$ cat config.mk
export PLATFORM = sky130hd
export DESIGN_NAME = midi_byte_stream_parser_top
export DESIGN_NICKNAME = d
export VERILOG_FILES = /design/src/hw/rtl/mbsp_pkg.sv /design/src/hw/rtl/midi_byte_stream_parser_top.sv /design/src/hw/rtl/mbsp_front.sv /design/src/hw/rtl/mbsp_cmd_fifo.sv /design/src/hw/rtl/mbsp_back.sv
export SDC_FILE = /design/constraint.sdc
export NUM_CORES = 1
export LEC_CHECK = 0
export BUFFER_PORTS_ARGS = -buffer_cell sky130_fd_sc_hd__buf_2
export CORE_MARGIN = 4
export CORE_UTILIZATION = 55
export CTS_CLUSTER_DIAMETER = 200
export CTS_CLUSTER_SIZE = 30
export DETAILED_ROUTE_END_ITERATION = 12
export GPL_ROUTABILITY_DRIVEN = 0
export PLACE_DENSITY_LB_ADDON = 0.05
export SLEW_MARGIN = 30
export SYNTH_ARGS = -nofsm -noshare
export SYNTH_HDL_FRONTEND = slang
export SYNTH_SLANG_ARGS = --single-unit
$ cat constraint.sdc
create_clock -name aclk -period 6.9 [get_ports aclk]
set_input_delay 1.38 -clock aclk [delete_from_list [all_inputs] [get_ports aclk]]
set_output_delay 1.38 -clock aclk [all_outputs]
set_load 0.02 [all_outputs]
$ cat src/hw/rtl/mbsp_pkg.sv
// Shared types, constants and helpers of the MIDI byte stream parser.
`timescale 1ns / 1ps
`default_nettype none

package mbsp_pkg;

    localparam int BUFFER_DEPTH = 32;
    localparam int ADDR_W       = $clog2(BUFFER_DEPTH);
    localparam int LEN_W        = $clog2(BUFFER_DEPTH + 1);
    localparam int CMD_DEPTH    = 4;
    localparam int CMD_PTR_W    = $clog2(CMD_DEPTH);

    localparam logic [15:0] COUNT_MAX = 16'hFFFF;

    localparam logic [7:0] STATUS_SYSEX     = 8'hF0;
    localparam logic [7:0] STATUS_MTC       = 8'hF1;
    localparam logic [7:0] STATUS_SONG_POS  = 8'hF2;
    localparam logic [7:0] STATUS_SONG_SEL  = 8'hF3;
    localparam logic [7:0] STATUS_UNDEF_F4  = 8'hF4;
    localparam logic [7:0] STATUS_UNDEF_F5  = 8'hF5;
    localparam logic [7:0] STATUS_TUNE_REQ  = 8'hF6;
    localparam logic [7:0] STATUS_SYSEX_END = 8'hF7;
    localparam logic [7:0] REALTIME_MIN     = 8'hF8;
    localparam logic [7:0] REALTIME_UNDEF   = 8'hFD;

    localparam logic [3:0] NIB_PROG_CHANGE  = 4'hC;
    localparam logic [3:0] NIB_CHAN_PRESS   = 4'hD;
    localparam logic [3:0] NIB_SYSTEM       = 4'hF;

    typedef enum logic [2:0] {
        KIND_MSG        = 3'd0,
        KIND_OVERFLOW   = 3'd1,
        KIND_INCOMPLETE = 3'd2,
        KIND_INVALID    = 3'd3,
        KIND_STRAY_END  = 3'd4
    } kind_t;

    typedef struct packed {
        logic [7:0]  data_byte;
        logic [31:0] frame_time;
    } in_item_t;

    typedef struct packed {
        kind_t       kind;
        logic [7:0]  out_byte;
        logic [31:0] out_time;
        logic        last;
        logic [15:0] byte_count;
        logic [15:0] lost_count;
    } out_item_t;

    typedef struct packed {
        kind_t            kind;
        logic [7:0]       out_byte;
        logic [31:0]      out_time;
        logic             last;
        logic [15:0]      byte_count;
        logic [15:0]      lost_count;
        logic             from_store;
        logic [LEN_W-1:0] len;
    } cmd_t;

    typedef struct packed {
        logic              en;
        logic [ADDR_W-1:0] addr;
        logic [7:0]        data;
    } store_wr_t;

    typedef struct packed {
        logic full;
        logic empty;
    } fifo_status_t;

    typedef enum logic [1:0] {
        FR_ACCEPT,
        FR_PUSH_A,
        FR_PUSH_B,
        FR_WAIT
    } front_state_t;

    typedef enum logic [1:0] {
        BK_IDLE,
        BK_READ,
        BK_SEND
    } back_state_t;

    function automatic logic [15:0] sat_inc(input logic [15:0] c);
        return (c == COUNT_MAX) ? c : c + 16'd1;
    endfunction

    function automatic cmd_t make_cmd(input kind_t k, input logic [7:0] by,
                                      input logic [31:0] tm, input logic [15:0] bc,
                                      input logic [15:0] lc);
        cmd_t c;
        c            = '0;
        c.kind       = k;
        c.out_byte   = by;
        c.out_time   = tm;
        c.byte_count = bc;
        c.lost_count = lc;
        return c;
    endfunction

endpackage

`default_nettype wire

$ cat src/hw/rtl/midi_byte_stream_parser_top.sv
// Top level of the MIDI byte stream parser.
//
//  channel | ports                      | payload
//  --------+----------------------------+---------------------------------------------
//  input   | s_valid, s_ready, s_item   | data_byte, frame_time
//  result  | m_valid, m_ready, m_item   | kind, out_byte, out_time, last, byte_count,
//          |                            | lost_count
//
// A byte with no result stays in FR_ACCEPT; one with results adds one queue push
// per result (FR_PUSH_A, then FR_PUSH_B), and waits while the queue is full.
// A completed buffered message drains byte by byte through the registered
// read port of the message store; input is held until the last byte has been read.
// Reset clears counters, status and queues; the store is not cleared.
// A 4-entry command queue and the output register let each side stall on its own.
`timescale 1ns / 1ps
`default_nettype none

module midi_byte_stream_parser_top (
    input  wire logic                aclk,
    input  wire logic                aresetn,
    input  wire logic                s_valid,
    output logic                     s_ready,
    input  wire mbsp_pkg::in_item_t  s_item,
    output logic                     m_valid,
    input  wire logic                m_ready,
    output mbsp_pkg::out_item_t      m_item
);
    import mbsp_pkg::*;

    store_wr_t    store_wr;
    logic         push, pop, store_done;
    cmd_t         push_data, pop_data;
    fifo_status_t fifo_status;

    mbsp_front u_front (
        .aclk        (aclk),
        .aresetn     (aresetn),
        .s_valid     (s_valid),
        .s_ready     (s_ready),
        .s_item      (s_item),
        .store_wr    (store_wr),
        .push        (push),
        .push_data   (push_data),
        .fifo_status (fifo_status),
        .store_done  (store_done)
    );

    mbsp_cmd_fifo u_fifo (
        .aclk      (aclk),
        .aresetn   (aresetn),
        .push      (push),
        .push_data (push_data),
        .pop       (pop),
        .pop_data  (pop_data),
        .status    (fifo_status)
    );

    mbsp_back u_back (
        .aclk        (aclk),
        .aresetn     (aresetn),
        .store_wr    (store_wr),
        .pop         (pop),
        .pop_data    (pop_data),
        .fifo_status (fifo_status),
        .store_done  (store_done),
        .m_valid     (m_valid),
        .m_ready     (m_ready),
        .m_item      (m_item)
    );

`ifndef NO_ASSERTIONS
    a_store_write_on_accept: assert property (@(posedge aclk) disable iff (!aresetn)
        store_wr.en |-> (s_valid && s_ready))
        else $error("store written without an accepted item");

    a_no_push_when_full: assert property (@(posedge aclk) disable iff (!aresetn)
        push |-> !fifo_status.full)
        else $error("command pushed into a full queue");

    a_front_held_during_drain: assert property (@(posedge aclk) disable iff (!aresetn)
        store_done |-> !s_ready)
        else $error("front end accepting while the store drains");

    a_drain_byte_is_message: assert property (@(posedge aclk) disable iff (!aresetn)
        store_done |=> (m_valid && m_item.kind == KIND_MSG))
        else $error("store drain did not deliver a message byte");
`endif

endmodule

`default_nettype wire

$ cat src/hw/rtl/mbsp_front.sv
// Front end: accepts bytes, tracks running status and counts, issues result commands.
`timescale 1ns / 1ps
`default_nettype none

module mbsp_front (
    input  wire logic                    aclk,
    input  wire logic                    aresetn,
    input  wire logic                    s_valid,
    output logic                         s_ready,
    input  wire mbsp_pkg::in_item_t      s_item,
    output mbsp_pkg::store_wr_t          store_wr,
    output logic                         push,
    output mbsp_pkg::cmd_t               push_data,
    input  wire mbsp_pkg::fifo_status_t  fifo_status,
    input  wire logic                    store_done
);
    import mbsp_pkg::*;

    front_state_t state_reg, state_next;

    logic [15:0] bt_reg, bt_next;
    logic [15:0] ut_reg, ut_next;
    logic [1:0]  el_reg, el_next;
    logic [7:0]  rs_reg, rs_next;

    cmd_t cmd_a_reg, cmd_b_reg;
    logic has_b_reg;

    cmd_t cmd_a, cmd_b, cmd_x;
    logic a_v, b_v, x_v;
    logic accept;

    logic        do_rec, do_finish;
    logic [15:0] bt_base, ut_base, bt_rec, ut_rec;

    logic [7:0]  b;
    logic [31:0] t;

    assign b      = s_item.data_byte;
    assign t      = s_item.frame_time;
    assign accept = s_valid && s_ready;

    always_comb begin
        bt_next  = bt_reg;
        ut_next  = ut_reg;
        el_next  = el_reg;
        rs_next  = rs_reg;
        cmd_a    = '0;
        cmd_b    = '0;
        cmd_x    = '0;
        a_v      = 1'b0;
        b_v      = 1'b0;
        x_v      = 1'b0;
        store_wr = '0;
        do_rec   = 1'b0;
        do_finish = 1'b0;
        bt_base  = bt_reg;
        ut_base  = ut_reg;
        bt_rec   = bt_reg;
        ut_rec   = ut_reg;
        if (accept) begin
            if (b >= REALTIME_MIN) begin
                a_v   = 1'b1;
                cmd_a = make_cmd((b == REALTIME_UNDEF) ? KIND_INVALID : KIND_MSG,
                                 b, t, 16'd0, 16'd0);
            end else if (b == STATUS_SYSEX_END) begin
                if (rs_reg == STATUS_SYSEX) begin
                    do_rec    = 1'b1;
                    do_finish = 1'b1;
                end else begin
                    a_v     = 1'b1;
                    cmd_a   = make_cmd(KIND_STRAY_END, STATUS_SYSEX_END, t, bt_reg, 16'd0);
                    bt_next = '0;
                    ut_next = '0;
                    el_next = '0;
                    rs_next = '0;
                end
            end else if (b[7]) begin
                if (bt_reg != 16'd0) begin
                    a_v   = 1'b1;
                    cmd_a = make_cmd(KIND_INCOMPLETE, 8'd0, t, bt_reg, 16'd0);
                end
                bt_base = '0;
                ut_base = '0;
                bt_next = '0;
                ut_next = '0;
                rs_next = b;
                do_rec  = 1'b1;
                unique case (b[7:4])
                    NIB_PROG_CHANGE, NIB_CHAN_PRESS: el_next = 2'd2;
                    NIB_SYSTEM: begin
                        unique case (b) inside
                            STATUS_MTC, STATUS_SONG_SEL: el_next = 2'd2;
                            STATUS_SONG_POS:             el_next = 2'd3;
                            STATUS_UNDEF_F4, STATUS_UNDEF_F5: begin
                                x_v     = 1'b1;
                                cmd_x   = make_cmd(KIND_INVALID, b, t, 16'd0, 16'd0);
                                el_next = '0;
                                rs_next = '0;
                                do_rec  = 1'b0;
                            end
                            STATUS_TUNE_REQ: begin
                                x_v     = 1'b1;
                                cmd_x   = make_cmd(KIND_MSG, b, t, 16'd0, 16'd0);
                                el_next = '0;
                                rs_next = '0;
                                do_rec  = 1'b0;
                            end
                            default: el_next = 2'd0;
                        endcase
                    end
                    default: el_next = 2'd3;
                endcase
            end else begin
                if (rs_reg == 8'd0) begin
                    bt_next = sat_inc(bt_reg);
                    ut_next = sat_inc(ut_reg);
                end else begin
                    // store entry 0 already holds the running status
                    bt_base = (bt_reg == 16'd0) ? 16'd1 : bt_reg;
                    do_rec  = 1'b1;
                end
            end

            if (do_rec) begin
                if (bt_base < 16'(BUFFER_DEPTH)) begin
                    store_wr.en   = 1'b1;
                    store_wr.addr = bt_base[ADDR_W-1:0];
                    store_wr.data = b;
                    ut_rec        = ut_base;
                end else begin
                    ut_rec = sat_inc(ut_base);
                end
                bt_rec  = sat_inc(bt_base);
                bt_next = bt_rec;
                ut_next = ut_rec;
                if (!b[7] && bt_rec == {14'd0, el_reg}) begin
                    do_finish = 1'b1;
                end
            end

            if (do_finish) begin
                a_v = 1'b1;
                if (ut_rec != 16'd0) begin
                    cmd_a = make_cmd(KIND_OVERFLOW, 8'd0, t, bt_rec, ut_rec);
                end else begin
                    cmd_a            = make_cmd(KIND_MSG, 8'd0, t, 16'd0, 16'd0);
                    cmd_a.from_store = 1'b1;
                    cmd_a.len        = bt_rec[LEN_W-1:0];
                end
                bt_next = '0;
                ut_next = '0;
                if (rs_reg >= STATUS_SYSEX) begin
                    el_next = '0;
                    rs_next = '0;
                end
            end

            if (x_v) begin
                if (a_v) begin
                    b_v   = 1'b1;
                    cmd_b = cmd_x;
                end else begin
                    a_v   = 1'b1;
                    cmd_a = cmd_x;
                end
            end

            if (b_v) begin
                cmd_b.last = 1'b1;
            end else if (a_v) begin
                cmd_a.last = 1'b1;
            end
        end
    end

    always_comb begin
        state_next = state_reg;
        unique case (state_reg)
            FR_ACCEPT: if (accept && a_v) state_next = FR_PUSH_A;
            FR_PUSH_A: begin
                if (!fifo_status.full) begin
                    if (has_b_reg) begin
                        state_next = FR_PUSH_B;
                    end else if (cmd_a_reg.from_store) begin
                        state_next = FR_WAIT;
                    end else begin
                        state_next = FR_ACCEPT;
                    end
                end
            end
            FR_PUSH_B: if (!fifo_status.full) state_next = FR_ACCEPT;
            FR_WAIT:   if (store_done) state_next = FR_ACCEPT;
            default:   state_next = FR_ACCEPT;
        endcase
    end

    always_comb begin
        s_ready   = 1'b0;
        push      = 1'b0;
        push_data = cmd_a_reg;
        unique case (state_reg)
            FR_ACCEPT: s_ready = 1'b1;
            FR_PUSH_A: push = !fifo_status.full;
            FR_PUSH_B: begin
                push      = !fifo_status.full;
                push_data = cmd_b_reg;
            end
            FR_WAIT:   s_ready = 1'b0;
            default:   s_ready = 1'b0;
        endcase
    end

    always_ff @(posedge aclk) begin
        if (!aresetn) begin
            state_reg <= FR_ACCEPT;
            bt_reg    <= '0;
            ut_reg    <= '0;
            el_reg    <= '0;
            rs_reg    <= '0;
            has_b_reg <= 1'b0;
        end else begin
            state_reg <= state_next;
            if (accept) begin
                bt_reg    <= bt_next;
                ut_reg    <= ut_next;
                el_reg    <= el_next;
                rs_reg    <= rs_next;
                has_b_reg <= b_v;
            end
        end
    end

    always_ff @(posedge aclk) begin
        if (accept) begin
            cmd_a_reg <= cmd_a;
            cmd_b_reg <= cmd_b;
        end
    end

endmodule

`default_nettype wire

$ cat src/hw/rtl/mbsp_cmd_fifo.sv
// Short command queue between the front end and the back end.
`timescale 1ns / 1ps
`default_nettype none

module mbsp_cmd_fifo (
    input  wire logic            aclk,
    input  wire logic            aresetn,
    input  wire logic            push,
    input  wire mbsp_pkg::cmd_t  push_data,
    input  wire logic            pop,
    output mbsp_pkg::cmd_t       pop_data,
    output mbsp_pkg::fifo_status_t status
);
    import mbsp_pkg::*;

    cmd_t                 entry_reg [CMD_DEPTH];
    logic [CMD_PTR_W-1:0] wr_ptr_reg, rd_ptr_reg;
    logic [CMD_PTR_W:0]   count_reg, count_next;

    logic do_push, do_pop;

    assign status.full  = (count_reg == (CMD_PTR_W + 1)'(CMD_DEPTH));
    assign status.empty = (count_reg == '0);
    assign do_push      = push && !status.full;
    assign do_pop       = pop && !status.empty;
    assign pop_data     = entry_reg[rd_ptr_reg];

    always_comb begin
        count_next = count_reg;
        case ({do_push, do_pop})
            2'b10:   count_next = count_reg + 1'b1;
            2'b01:   count_next = count_reg - 1'b1;
            default: count_next = count_reg;
        endcase
    end

    always_ff @(posedge aclk) begin
        if (!aresetn) begin
            wr_ptr_reg <= '0;
            rd_ptr_reg <= '0;
            count_reg  <= '0;
        end else begin
            count_reg <= count_next;
            if (do_push) wr_ptr_reg <= wr_ptr_reg + 1'b1;
            if (do_pop)  rd_ptr_reg <= rd_ptr_reg + 1'b1;
        end
    end

    always_ff @(posedge aclk) begin
        if (do_push) entry_reg[wr_ptr_reg] <= push_data;
    end

endmodule

`default_nettype wire

$ cat src/hw/rtl/mbsp_back.sv
// Back end: message store, command execution and the output register.
`timescale 1ns / 1ps
`default_nettype none

module mbsp_back (
    input  wire logic                    aclk,
    input  wire logic                    aresetn,
    input  wire mbsp_pkg::store_wr_t     store_wr,
    output logic                         pop,
    input  wire mbsp_pkg::cmd_t          pop_data,
    input  wire mbsp_pkg::fifo_status_t  fifo_status,
    output logic                         store_done,
    output logic                         m_valid,
    input  wire logic                    m_ready,
    output mbsp_pkg::out_item_t          m_item
);
    import mbsp_pkg::*;

    logic [7:0] store_mem [BUFFER_DEPTH];
    logic [7:0] rd_data_reg;

    back_state_t state_reg, state_next;
    cmd_t        cmd_reg;
    logic [LEN_W-1:0] idx_reg, idx_plus;

    logic      m_valid_reg;
    out_item_t m_item_reg;

    logic out_free, final_byte;
    logic load_single, load_store, start_store;

    assign out_free   = !m_valid_reg || m_ready;
    assign idx_plus   = idx_reg + LEN_W'(1);
    assign final_byte = (idx_plus == cmd_reg.len);
    assign m_valid    = m_valid_reg;
    assign m_item     = m_item_reg;

    always_comb begin
        state_next = state_reg;
        unique case (state_reg)
            BK_IDLE: begin
                if (!fifo_status.empty && out_free && pop_data.from_store) begin
                    state_next = BK_READ;
                end
            end
            BK_READ: state_next = BK_SEND;
            BK_SEND: begin
                if (out_free) state_next = final_byte ? BK_IDLE : BK_READ;
            end
            default: state_next = BK_IDLE;
        endcase
    end

    always_comb begin
        pop         = 1'b0;
        load_single = 1'b0;
        start_store = 1'b0;
        load_store  = 1'b0;
        store_done  = 1'b0;
        unique case (state_reg)
            BK_IDLE: begin
                pop         = !fifo_status.empty && out_free;
                load_single = pop && !pop_data.from_store;
                start_store = pop && pop_data.from_store;
            end
            BK_READ: pop = 1'b0;
            BK_SEND: begin
                load_store = out_free;
                store_done = out_free && final_byte;
            end
            default: pop = 1'b0;
        endcase
    end

    always_ff @(posedge aclk) begin
        if (store_wr.en) store_mem[store_wr.addr] <= store_wr.data;
        rd_data_reg <= store_mem[idx_reg[ADDR_W-1:0]];
    end

    always_ff @(posedge aclk) begin
        if (!aresetn) begin
            state_reg   <= BK_IDLE;
            m_valid_reg <= 1'b0;
        end else begin
            state_reg <= state_next;
            if (load_single || load_store) begin
                m_valid_reg <= 1'b1;
            end else if (m_ready) begin
                m_valid_reg <= 1'b0;
            end
        end
    end

    always_ff @(posedge aclk) begin
        if (start_store) begin
            cmd_reg <= pop_data;
            idx_reg <= '0;
        end else if (load_store) begin
            idx_reg <= idx_plus;
        end
        if (load_single) begin
            m_item_reg.kind       <= pop_data.kind;
            m_item_reg.out_byte   <= pop_data.out_byte;
            m_item_reg.out_time   <= pop_data.out_time;
            m_item_reg.last       <= pop_data.last;
            m_item_reg.byte_count <= pop_data.byte_count;
            m_item_reg.lost_count <= pop_data.lost_count;
        end else if (load_store) begin
            m_item_reg.kind       <= KIND_MSG;
            m_item_reg.out_byte   <= rd_data_reg;
            m_item_reg.out_time   <= cmd_reg.out_time;
            m_item_reg.last       <= final_byte && cmd_reg.last;
            m_item_reg.byte_count <= '0;
            m_item_reg.lost_count <= '0;
        end
    end

endmodule

`default_nettype wire
=== Yosys cells after proc, flatten, opt, wreduce, memory -nomap -nowiden ===
Memories as Yosys holds them, arrays and structs flattened. A register that Yosys moved wholly into a read port is not among the register bits.
Cells that the tools add are included.

* Bits of input ports: 44
* Bits in read-only memories: 0
* Bits in registers: 342
* Logic and storage cells: 256
* Bits in latches: 0
* Memory bits (writable): 588
* Memories kept: 2

{| class="wikitable"
|+ Memories
! name !! depth !! width !! read ports !! clocked after Yosys merged registers in !! wr ports !! RTL line !! text
|-
| u_fifo.entry_reg || 4 || 83 || 1 || 1 || 1 || mbsp_cmd_fifo.sv:16 || <nowiki>cmd_t entry_reg [CMD_DEPTH];</nowiki>
|-
| u_back.store_mem || 32 || 8 || 1 || 1 || 1 || mbsp_back.sv:19 || <nowiki>logic [7:0] store_mem [BUFFER_DEPTH];</nowiki>
|}

* Equality and inequality tests: 36
* Multipliers: 0
* Bitwise operators: 0
* Order comparisons: 3
* Muxes and demuxes: 131
* Add/subtract/negate cells: 9
* Reduce and logical (&&, ||, !) cells: 38
* Shift operators: 0
* Div/mod/pow operators: 0

{| class="wikitable"
|+ Operators by type and width
! kind !! number
|-
| 2-to-1 mux 83 bit || 12
|-
| 2-to-1 mux 16 bit || 31
|-
| case mux 82 bit (2 select lines) || 1
|-
| 2-to-1 mux 76 bit || 2
|-
| 2-to-1 mux 82 bit || 1
|-
| 2-to-1 mux 81 bit || 1
|-
| 2-to-1 mux 40 bit || 2
|-
| == test 8 bit (second input constant) || 9
|-
| adder 16 x 1 -> 16 bit (second input constant) || 4
|-
| == test 16 bit (second input constant) || 4
|-
| 2-to-1 mux 8 bit || 8
|-
| 2-to-1 mux 1 bit || 48
|-
| 2-to-1 mux 14 bit || 3
|-
| 2-to-1 mux 2 bit || 17
|-
| nonzero test 16 bit || 2
|-
| == test 16 x 2 -> 1 bit || 1
|-
| greater-or-equal comparator 8 bit (second input constant) || 2
|-
| zero test 16 bit || 1
|-
| < comparator 16 x 6 -> 1 bit (second input constant) || 1
|-
| == test 4 bit (second input constant) || 3
|-
| logical AND 1 bit || 10
|-
| inequality test 5 x 4 -> 1 bit (second input constant) || 2
|-
| AND reduction 5 bit || 2
|-
| == test 2 bit (second input constant) || 4
|-
| other kinds (26) || 46
|}

=== Logic depth before layout (Yosys ltp) ===
* Word-level depth: 22
* Depth in mapped cells: 21
* Mapped depth without buffers: 18

=== Cells and area by module ===
A second synthesis with hierarchy kept.

* Cells, all modules: 2364
* Area, all modules: 37634.8 sq um

{| class="wikitable"
|+ Modules (own cells, without submodules)
! module !! area each (sq um) !! instances !! cells an instance
|-
| mbsp_back || 14930.6 || 1 || 795
|-
| mbsp_cmd_fifo || 12467.0 || 1 || 487
|-
| mbsp_front || 10237.3 || 1 || 1082
|}

=== Worst setup path after synthesis ===
No wires, ideal clock.

* Path type: input to register
* Start point: in s_item[39] in the netlist's numbering
* End point: reg u_front.cmd_a_reg[80] in the netlist's numbering, data pin
* Buffers on the path: 6
* Library setup time: 0.265 ns
* Path slack: 0.915 ns
* Arrival: 5.721 ns
* Required time: 6.635 ns
* Stages: 20
* Cell sequence: buf_2 > and4_1 > buf_2 > nand3_1 > nand2_1 > clkbuf_1 > clkbuf_1 > clkbuf_1 > and2_1 > ha_1 > nand3_1 > or2_1 > a2111o_1 > nor2_1 > xor2_1 > o2111ai_1 > or4_1 > or2_1 > clkbuf_1 > o2bb2ai_1

{| class="wikitable"
|+ RTL lines
! what !! RTL line !! text
|-
| from (decl) || midi_byte_stream_parser_top.sv:23 || <nowiki>input wire mbsp_pkg::in_item_t s_item,</nowiki>
|-
| to (signal assigned) || mbsp_front.sv:236 || <nowiki>cmd_a_reg <= cmd_a;</nowiki>
|-
| to (decl) || mbsp_front.sv:26 || <nowiki>cmd_t cmd_a_reg, cmd_b_reg;</nowiki>
|}

==> flow_summary.toml <==
[logic_synthesis]
synth.avg_cell_area_um2 = 15.94
yosysSeqAreaShare_pct = 70.53
synth.area.top_cells = "edfxtp_1, mux4_2, dfxtp_1"
synth-seq-cells = 899
syn_nets = 2398
synth_edf_count = 828
yosys.area.top_type = "edfxtp_1"
async_reset_ff_share_pct = 0
synthesis.area_um2 = 37270
synth_top_area_share_pct = 66.72
synth.yosys.warnings = 0
synth_cell_types = 86
synthCells = 2338
synth-main-ff-cell = "edfxtp_1"

[setup_path]
startpoint_type = "primary input"
r2r_start = "u_front.bt_reg[0]"
worstPathRequired_ns = 7.22
r2r_cells = 22
worstPathCellList = "buf_2 -> and4_1 -> nand3_1 -> buf_4 -> nand2_1 -> buf_4 -> and2_1 -> ha_1 -> nand3_1 -> or2_1 -> a2111o_1 -> nor2_1 -> xor2_1 -> o2111ai_1 -> or4_1 -> o21ai_2 -> a21oi_1"
cpMaxStageDelayCell = "o21ai_2"
worstPathArrival_ns = 6.41
critPathMaxStageDelay_ns = 0.67
crit_fanout = 28
endpoint_kind = "register"
reg2reg_slack_ns = 1.04
path_class = "primary input to register"
r2r_end = "u_front.cmd_a_reg[25]"

[power_and_ir_drop]
finalPower_uw = 14200
power.density_nw_per_um2 = 354.4
power.switching_uw = 4398
switching_share_pct = 30.99
comb_power_share_pct = 28.0
internal_power_uw = 9797
p_leak_uw = 0.01290
pwr-share-seq_pct = 53.6
power_frac_clock_pct = 18.3
peakVddDrop_uv = 242.7

[hold_path]
hold_depth = 2
hp-class = "register to register"
hold_end = "u_front.rs_reg[3]"
hp-start = "u_front.rs_reg[3]"

[detailed_routing]
post_drt_wl_per_cell_um = 25.49
vias = 20690
drt_wl_total_mm = 84.51
ant_nets = 0
first_iter_violations = 2051
firstDrtPassIters = 5
avgViaCountPerCell = 6.242
drc_errors = 0

[global_route]
grt_util_all_layers_pct = 23.29
grt_max_degree = 68
grt_overflow = 0
grt_pass1_wl_mm = 126.3
first_global_vias = 20100
grt_antenna_before_repair = 4

[clock_network]
insertion_delay_ns = 0.60
cts_root_buf = "clkbuf_16"
postCtsSetupBuffers = 0
cts_max_level = 2
postCtsHoldBufs = 0
cts_buffers = 35
clk_pin_slew_worst_paths_ns = 0.12
cts_tree = "done"
clock_path_buffers = 3
ctsResizeCount = 0
numClockSinks = 899

[floorplanning]
fp.coreArea_um2 = 67160
die_w_um = 268.3
die_h_um = 268.3
rows = 95
initial_core_util_pct = 55.49
dieArea_um2 = 71980
io_pins = 122

[sta]
setup_viol = 0
slew_headroom_pct = 39.19
worst_slack_ns = 0.8073
tns_ns = 0
min_period_over_period_pct = 88.30
fin_skew_ns = 0.03352
fin_crit_ns = 6.093
rsz0062_at_grt = "no"
max_freq_mhz = 164.1
tightest_slew_ns = 0.9099
hold_viol_final = 0
finalMaxSlewViolations = 0

[placed_design]
dp.cells = 3248
port_buffers = 121
place_ws_ns = 0.2735
place_hpwl_mm = 52.73

[layout]
largest_reg_flops = 332
finalNonFillerCells = 3315
layout-drive-gt1-share_pct = 19.71
layout_commonest_cell = "edfxtp_1"
syn2layout_area_growth_pct = 7.471
mostFrequentLayoutCells = "edfxtp_1, nand2_1, mux4_2"
nets = 2474
fin_util_pct = 59.63

[run_status]
run_status = "finished clean"

[flow_run]
max_cap_viol_count = 0
routing by layer:
layer  global-route usage, %  wire length [µm]  vias up
met5                       0                10        -
met4                   4.786              1634        2
met3                   3.534              5881      106
met2                   37.32             40450      812
met1                   34.79             36530    10640
li1                        -                 -     9136
power by group through the flow:
stage | Clock, µW | Combinational [µW] | Sequential [µW]
after global routing | 2850 | 4300 | 7710
after floorplan | 0 | 2410 | 7910
after detailed placement | 0 | 3980 | 7780
after global placement | 0 | 3900 | 7750
after CTS | 2660 | 3980 | 7650
final | 2600 | 3980 | 7620
metrics by stage:
step	cell area (µm²)	hold slack (ns)
after floorplan	37270	0.4568
final	40050	0.4991
after detailed placement	38980	0.4821
after CTS	40000	0.5023
after global routing	40050	0.5349
after global placement	38910	0.4754
cells in the mapped netlist (5+ instances only):
cell type / count
a32oi_1: 5
ha_1: 15
mux2_2: 49
nor3_1: 36
o22ai_1: 11
mux4_2: 163
a211oi_1: 7
nor4_1: 14
edfxtp_1: 828
and2_1: 83
xor2_1: 19
a31oi_1: 18
inv_1: 30
a21oi_1: 69
buf_1: 20
nand3_1: 56
a22oi_1: 10
nor2b_1: 80
nor2_1: 128
or4_1: 7
nand4_1: 25
mux2i_1: 7
or3_1: 8
and4_1: 7
dfxtp_1: 71
a221oi_1: 6
nand2b_1: 8
clkbuf_1: 95
xnor2_1: 27
a22o_1: 5
o31ai_1: 5
o32ai_1: 5
nand2_1: 225
buf_2: 24
o21ai_0: 57
o211ai_1: 7
and3_1: 18
area by class of cell:
cell class | count | area [µm²]
sequential | 899 | 26300
inverter | 31 | 118.9
clock buffer | 63 | 1023
timing repair buffer | 183 | 1135
tap | 873 | 1092
multi-input combinational | 1264 | 10380
fill | 5025 | 27110
antenna | 2 | 5.005
how the worst max path moves through the flow:
| stage | from | to | slack [ns] | cells after the start |
|---|---|---|---|---|
| floorplan | s_item[39] | u_front.cmd_a_reg[80] | 0.91 | 20 |
| global placement | s_item[39] | u_front.cmd_a_reg[35] | 0.31 | 17 |
| detailed placement | s_item[39] | u_front.cmd_a_reg[35] | 0.27 | 17 |
| CTS | s_item[39] | u_front.cmd_a_reg[29] | 0.92 | 17 |
| global route | s_item[39] | u_front.cmd_a_reg[29] | 0.56 | 19 |
| finish | s_item[39] | u_front.cmd_a_reg[25] | 0.81 | 17 |
cells by family after synthesis:
| family | after synthesis | synth area share, % |
|---|---|---|
| compound gates | 263 | 4.748 |
| xor+xnor | 46 | 1.081 |
| fa+ha+maj | 16 | 0.5573 |
| buf+inv | 175 | 1.904 |
| flops | 899 | 70.53 |
| mux | 219 | 11.52 |
| other cells | 1 | 0.01006 |
| simple gates | 719 | 9.646 |
critical path: cells and delay by family:
family | cells | cell delay (ns)
AND/OR/NAND/NOR | 8 | 2.05
adder cells (fa/ha/maj) | 1 | 0.32
XOR/XNOR | 1 | 0.31
AO/OA/AOI/OAI | 4 | 1.50
buffers and inverters | 3 | 0.82
No activity file was read; power rests on OpenSTA's default activity.
